===== src/pxh_pkg.sv =====
// ----------------------------------------------------------------------------
// Pixel histogram range package
// Shared widths and constants for the pixel value presence scan.
// ----------------------------------------------------------------------------
package pxh_pkg;

   localparam int PIXEL_W   = 8;
   localparam int NUM_VALUES = 1 << PIXEL_W;
   localparam int COUNT_W   = PIXEL_W + 1;

   typedef logic [PIXEL_W-1:0]    pixel_type;
   typedef logic [COUNT_W-1:0]    count_type;
   typedef logic [NUM_VALUES-1:0] seen_type;

   localparam pixel_type TOP_VALUE = pixel_type'(NUM_VALUES - 1);

endpackage


===== src/pixel_histogram_color_range.sv =====
// ----------------------------------------------------------------------------
// Pixel histogram color range
// Records which pixel values occur in a frame and reports their range.
// ----------------------------------------------------------------------------
// Pixels arrive on the req_ channel, one per transfer, with req_frame_end
// high on the last pixel of a frame. Outside a scan req_stall is low, so
// a frame streams in at one pixel per cycle. Every pixel sets one presence
// bit in a 256-bit shift register.
// The transfer that carries req_frame_end starts a scan: the register shifts
// right once per cycle, and a shared increment and compare unit looks at its
// lowest bit to build the distinct count, lowest and highest value. Zeros
// shift in from the top, so the scan leaves the register clear.
// req_stall is high for the whole scan. The edge that takes in the last
// bit also loads the rsp_ output register and raises rsp_valid, so the
// next frame may start in the following cycle, while the result still
// waits. A frame's last pixel thus blocks the input until its scan has
// ended. If the receiver holds rsp_stall, a later scan stops on its last
// bit until the pending result has been transferred.
// Synchronous reset clears the presence bits, the sequencer and rsp_valid.
// ----------------------------------------------------------------------------
module pixel_histogram_color_range
   import pxh_pkg::*;
(
   input  logic                clock,
   input  logic                reset,
   input  logic                req_valid,
   output logic                req_stall,
   input  logic [PIXEL_W-1:0]  req_pixel,
   input  logic                req_frame_end,
   output logic                rsp_valid,
   input  logic                rsp_stall,
   output logic [COUNT_W-1:0]  rsp_distinct_count,
   output logic [PIXEL_W-1:0]  rsp_lowest_value,
   output logic [PIXEL_W-1:0]  rsp_highest_value
);

   localparam logic ST_IDLE = 1'b0;
   localparam logic ST_SCAN = 1'b1;

   logic      state_ff, state_in;
   seen_type  seen_ff, seen_in;
   pixel_type idx_ff, idx_in;
   count_type count_ff, count_in;
   pixel_type low_ff, low_in;
   pixel_type high_ff, high_in;
   logic      any_ff, any_in;
   logic      rsp_valid_ff, rsp_valid_in;
   count_type rsp_count_ff, rsp_count_in;
   pixel_type rsp_low_ff, rsp_low_in;
   pixel_type rsp_high_ff, rsp_high_in;

   logic      req_xfer;
   logic      rsp_xfer;
   logic      bit_seen;
   logic      scan_last;
   logic      out_free;
   count_type step_count;
   pixel_type step_low;
   pixel_type step_high;
   logic      step_any;

   assign req_stall = (state_ff == ST_SCAN);
   assign req_xfer  = req_valid && !req_stall;
   assign rsp_xfer  = rsp_valid_ff && !rsp_stall;
   assign out_free  = !rsp_valid_ff || rsp_xfer;

   // Shared scan unit: the lowest presence bit updates count and range.
   always_comb begin
      bit_seen   = seen_ff[0];
      scan_last  = (idx_ff == TOP_VALUE);
      step_count = count_ff;
      step_low   = low_ff;
      step_high  = high_ff;
      step_any   = any_ff;
      if (bit_seen) begin
         step_count = count_ff + count_type'(1);
         if (!any_ff) begin
            step_low = idx_ff;
         end
         step_high = idx_ff;
         step_any  = 1'b1;
      end
   end

   // Sequencer, presence bits and output register.
   always_comb begin
      state_in     = state_ff;
      seen_in      = seen_ff;
      idx_in       = idx_ff;
      count_in     = count_ff;
      low_in       = low_ff;
      high_in      = high_ff;
      any_in       = any_ff;
      rsp_valid_in = rsp_valid_ff && !rsp_xfer;
      rsp_count_in = rsp_count_ff;
      rsp_low_in   = rsp_low_ff;
      rsp_high_in  = rsp_high_ff;
      case (state_ff)
         ST_IDLE: begin
            if (req_xfer) begin
               seen_in[req_pixel] = 1'b1;
               if (req_frame_end) begin
                  state_in = ST_SCAN;
                  idx_in   = '0;
                  count_in = '0;
                  low_in   = TOP_VALUE;
                  high_in  = '0;
                  any_in   = 1'b0;
               end
            end
         end
         ST_SCAN: begin
            if (!scan_last) begin
               idx_in   = idx_ff + pixel_type'(1);
               seen_in  = {1'b0, seen_ff[NUM_VALUES-1:1]};
               count_in = step_count;
               low_in   = step_low;
               high_in  = step_high;
               any_in   = step_any;
            end else if (out_free) begin
               // Last bit: publish the result; the final shift empties the vector.
               rsp_valid_in = 1'b1;
               rsp_count_in = step_count;
               rsp_low_in   = step_low;
               rsp_high_in  = step_high;
               seen_in      = {1'b0, seen_ff[NUM_VALUES-1:1]};
               state_in     = ST_IDLE;
            end
         end
         default: begin
            state_in = ST_IDLE;
         end
      endcase
   end

   // Control state with synchronous reset.
   always_ff @(posedge clock) begin
      if (reset) begin
         state_ff     <= ST_IDLE;
         seen_ff      <= '0;
         rsp_valid_ff <= 1'b0;
      end else begin
         state_ff     <= state_in;
         seen_ff      <= seen_in;
         rsp_valid_ff <= rsp_valid_in;
      end
   end

   // Scan accumulators and result payload.
   always_ff @(posedge clock) begin
      idx_ff       <= idx_in;
      count_ff     <= count_in;
      low_ff       <= low_in;
      high_ff      <= high_in;
      any_ff       <= any_in;
      rsp_count_ff <= rsp_count_in;
      rsp_low_ff   <= rsp_low_in;
      rsp_high_ff  <= rsp_high_in;
   end

   assign rsp_valid          = rsp_valid_ff;
   assign rsp_distinct_count = rsp_count_ff;
   assign rsp_lowest_value   = rsp_low_ff;
   assign rsp_highest_value  = rsp_high_ff;

   // A result is only published at the end of a scan.
   a_rsp_after_scan: assert property (@(posedge clock) disable iff (reset)
      (!rsp_valid_ff && rsp_valid_in) |-> (state_ff == ST_SCAN && scan_last))
      else $error("result published outside the end of a scan");

   // Every frame holds at least one pixel, so a result never counts zero.
   a_count_nonzero: assert property (@(posedge clock) disable iff (reset)
      rsp_valid_ff |-> (rsp_count_ff != '0))
      else $error("result with zero distinct values");

   // The range is ordered whenever a result is presented.
   a_range_order: assert property (@(posedge clock) disable iff (reset)
      rsp_valid_ff |-> (rsp_low_ff <= rsp_high_ff))
      else $error("lowest value above highest value");

   // Leaving the scan clears every presence bit.
   a_clear_after_scan: assert property (@(posedge clock) disable iff (reset)
      (state_ff == ST_SCAN && state_in == ST_IDLE) |=> (seen_ff == '0))
      else $error("presence bits not cleared after a frame");

   // The scan count never exceeds the number of bits visited so far.
   a_count_bound: assert property (@(posedge clock) disable iff (reset)
      (state_ff == ST_SCAN) |-> (count_ff <= {1'b0, idx_ff}))
      else $error("scan count runs ahead of the scan index");

endmodule

===== config.mk =====
export PLATFORM = sky130hd
export DESIGN_NAME = pixel_histogram_color_range
export DESIGN_NICKNAME = d
export VERILOG_FILES = /design/src/pxh_pkg.sv /design/src/pixel_histogram_color_range.sv
export SDC_FILE = /design/constraint.sdc
export NUM_CORES = 1
export LEC_CHECK = 0
export ABC_AREA = 0
export BUFFER_PORTS_ARGS = -buffer_cell sky130_fd_sc_hd__buf_2
export CAP_MARGIN = 10
export CORE_ASPECT_RATIO = 1.5
export CORE_MARGIN = 4
export CORE_UTILIZATION = 61
export CTS_CLUSTER_SIZE = 16
export DETAILED_ROUTE_END_ITERATION = 10
export MAX_ROUTING_LAYER = met4
export PLACE_DENSITY_LB_ADDON = 0.1
export RECOVER_POWER = 100
export SLEW_MARGIN = 20
export SYNTH_ARGS = -nofsm -noshare
export SYNTH_HDL_FRONTEND = slang
export SYNTH_SLANG_ARGS = --single-unit

===== constraint.sdc =====
create_clock -name clock -period 5.2 [get_ports clock]
set_input_delay 1.04 -clock clock [delete_from_list [all_inputs] [get_ports clock]]
set_output_delay 1.04 -clock clock [all_outputs]
set_load 0.005 [all_outputs]

==> results by group <==
Place
  – Detailed Place HPWL: 22600 um
  – Gpl congestion: 0.776
  – Port bufs: 39

Timing
  – Max-slew violation count: 106
  – Max_slew headroom: -21.8%
  – F_max: 257 MHz
  – Worst slew pin tran: 1.82 ns
  – Setup TNS: 0 ns
  – Minimum clock period: 3.89 ns
  – RSZ-0062 raised after global routing: no
  – Final period util: 74.8%
  – Endpoints failing setup: 0
  – Post-route clock skew: 0.0159 ns
  – Final hold violations: 0
  – Final hold slack: 0.515 ns

Detailed routing
  – Drt wl/cell: 19.4 um
  – Via Count: 14491
  – Vias per Instance: 6.59
  – Post-route ant nets: 0
  – DR pass1 iterations: 4
  – Residual DRC: 0
  – Starting DRT DRC Count: 1543
  – Final WL: 42700 um

Floorplan
  – IO Pins: 40
  – Rows: 74
  – Area of the core: 27500 um2
  – Die area: 30900 um2
  – Initial Util: 62.3%
  – Die Wd: 145 um
  – Die height: 213 um

Synthesis
  – EDFF count, synth: 59
  – Post-Syn Area per Cell: 8.93 um2
  – Yosys reg bits: 317
  – Asr flop ratio synth: 0%
  – Synthesized area: 17100 um2
  – Primary FF master, synth: dfxtp_1
  – Synth Instances: 1920
  – Seq/Total Area, Yosys: 40.5%
  – Net Count, Synth: 1935
  – YS warnings: 0
  – Synth unique cells: 41

Cells and area
  – Layout Nets: 1847
  – Area occupied by multi-input gates: 9300 um2
  – Share of layout cells above drive strength 1: 14.4%
  – Fillers: 2246
  – Area growth syn-to-layout: 5.57%
  – Commonest cells after routing, fill and taps aside: 518 x nor2_1, 257 x dfxtp_1, 254 x o21bai_1
  – Final core occ: 65.8%
  – Seq. cell area: 6940 um2
  – Leading cell type in the layout, fill and taps excluded: nor2_1
  – Inserted Diodes: 0

Clock network
  – Worst-Skew Late Latency: 0.58 ns
  – Gates resized, CTS repair: 0
  – CTS tree: built
  – Hold_buf cts: 0
  – Post-CTS setup buffer count: 0
  – Reg clk slew, reported paths: 0.06 ns
  – CTS Buf Count: 31
  – H-tree depth: 1
  – CTS Buffer Depth: 3
  – CTS root buf: clkbuf_16
  – CTS Sinks: 317

Status
  – Violated checks: max-capacitance violations, max-slew violations
  – Outcome: complete, but fails checks

Global routing
  – GRT met2 Usage: 46.6%
  – GR Util met3: 3.70%
  – Largest net degree at the start of global routing: 215
  – Initial antenna violation count: 0
  – GRT Overall Usage: 28.1%
  – Met1 Track Usage GR: 35.5%
  – Number of global-route vias before repair: 13668
  – Gr busiest metal: met2
  – Overflow after GRT: 0
  – First-pass GRT wire length: 69600 um

Power
  – Worst vdd ir: 0.000286 V
  – Leakage power total: 6.54 nW
  – PwrDens: 323 nW/um2

Worst setup path
  – Family with the most delay on the worst path: compound AO/OA/AOI/OAI gates
  – Req. time, crit path: 5.67 ns
  – Reg2reg path depth: 6
  – CP Launch Type: flip-flop
  – Levels on crit path: 6
  – CP Data Arrival Time: 4.36 ns
  – Critical path origin: idx_ff[0]
  – Slowest-stage cell, CP: o32a_1
  – Reg2reg end: seen_ff[139]
  – Cell Chain, Critical Path: ha_1, nand4_1, o32a_1, buf_12, nor2_1, nor4_1
  – RR Startpoint: idx_ff[0]
  – CP Class: reg2reg
  – CP max FO: 212
  – R2R Setup Slk: 1.31 ns
  – Crit. End Element: flip-flop
  – Buf+Inv Stages, Crit Path: 1
  – Crit-path max cell delay: 1.44 ns
  – CP endpoint: seen_ff[139]

Run
  – Max Cap Violations: 3

Hold path
  – Min-delay worst type: reg2reg
[sequential cells by signal (all words and copies together) (netlist names)]
| signal | flops |
|---|---|
| any_ff | 1 |
| count_ff | 9 |
| high_ff | 8 |
| idx_ff | 8 |
| low_ff | 8 |
| req_stall | 1 |
| rsp_distinct_count | 9 |
| rsp_highest_value | 8 |
| rsp_lowest_value | 8 |
| rsp_valid | 1 |
| seen_ff | 256 |
[metal layers]
metal,wire (um),vias up
li1,-,6924
met1,18600,7134
met2,20700,352
met3,2110,81
met4,1210,0
met5,0,-
[synth_stat cells, types with 5 or more instances]
master | n | share of area (%)
nor4_2 | 81 | 5.9
xnor2_1 | 5 | 0.26
edfxtp_1 | 59 | 10
nor3_4 | 12 | 1.1
buf_4 | 15 | 0.66
nand4_1 | 6 | 0.22
a211oi_1 | 222 | 9.7
buf_1 | 9 | 0.20
clkbuf_1 | 120 | 2.6
a21oi_1 | 5 | 0.15
nand2b_4 | 8 | 0.64
nor2_4 | 18 | 1.2
buf_2 | 22 | 0.64
nor2_1 | 519 | 11
xor2_1 | 6 | 0.31
buf_6 | 12 | 0.79
mux2_2 | 17 | 1.1
nand2_1 | 6 | 0.13
nor4_1 | 173 | 6.3
and2_1 | 19 | 0.69
dfxtp_1 | 258 | 30
a211oi_2 | 34 | 2.5
o21bai_1 | 254 | 11
or2_2 | 8 | 0.29
[power breakdown]
group,switching (mW),internal (mW),leakage (nW)
registers,0.112,2.60,2.63
clock network,0.996,1.31,0.528
logic,0.512,0.306,3.38
[worst register-to-register path, cell delays in order (launching register included)]
cell and delay (ns):
edfxtp_1 0.46, ha_1 0.30, nand4_1 0.27, o32a_1 1.44
buf_12 0.69, nor2_1 0.41, nor4_1 0.21
[final cells by class]
type / instances / share of cell area [%]
inverters: 1 / 0.0207
clock inverters: 20 / 1.02
flip-flops and latches: 317 / 38.4
clock buffers: 38 / 4.71
multi-input cells: 1423 / 51.4
repair buffers: 58 / 2.14
well taps: 342 / 2.36
[per-stage QoR]
| step | instance area [um2] | std cells | setup WS, ns | power, mW |
|---|---|---|---|---|
| finish | 18100 | 2199 | 1.31 | 5.84 |
| global route | 18100 | 2199 | 1.12 | 6.08 |
| CTS | 18200 | 2199 | 2.07 | 5.87 |
| detailed placement | 17100 | 2141 | 1.94 | 3.59 |
| global placement | 17100 | 2141 | 1.98 | 3.55 |
| floorplan | 17100 | 1920 | 2.08 | 3.41 |
[kinds of logic (layout without fill, tap and decap cells)]
kind of cell / Yosys count / count (layout) / synth area share, %
and+or+nand+nor: 869 / 869 / 28.8
AOI/OAI and AO/OA: 524 / 524 / 23.8
DFF: 317 / 317 / 40.5
buffers and inverters: 180 / 117 / 5.02
muxes: 17 / 17 / 1.12
xor gates and xnor gates: 11 / 11 / 0.562
adders and majority gates: 2 / 2 / 0.146
[worst min path at each step]
stage	from	endpoint	slack, ns	cells after the start
after floorplan	req_stall	any_ff	0.47	0
after global placement	seen_ff[105]	seen_ff[105]	0.50	2
after detailed placement	seen_ff[255]	seen_ff[254]	0.51	2
after CTS	seen_ff[255]	seen_ff[254]	0.51	2
final	seen_ff[255]	seen_ff[254]	0.52	2
after global routing	seen_ff[50]	seen_ff[50]	0.54	2
No activity file was read; power rests on OpenSTA's default activity.
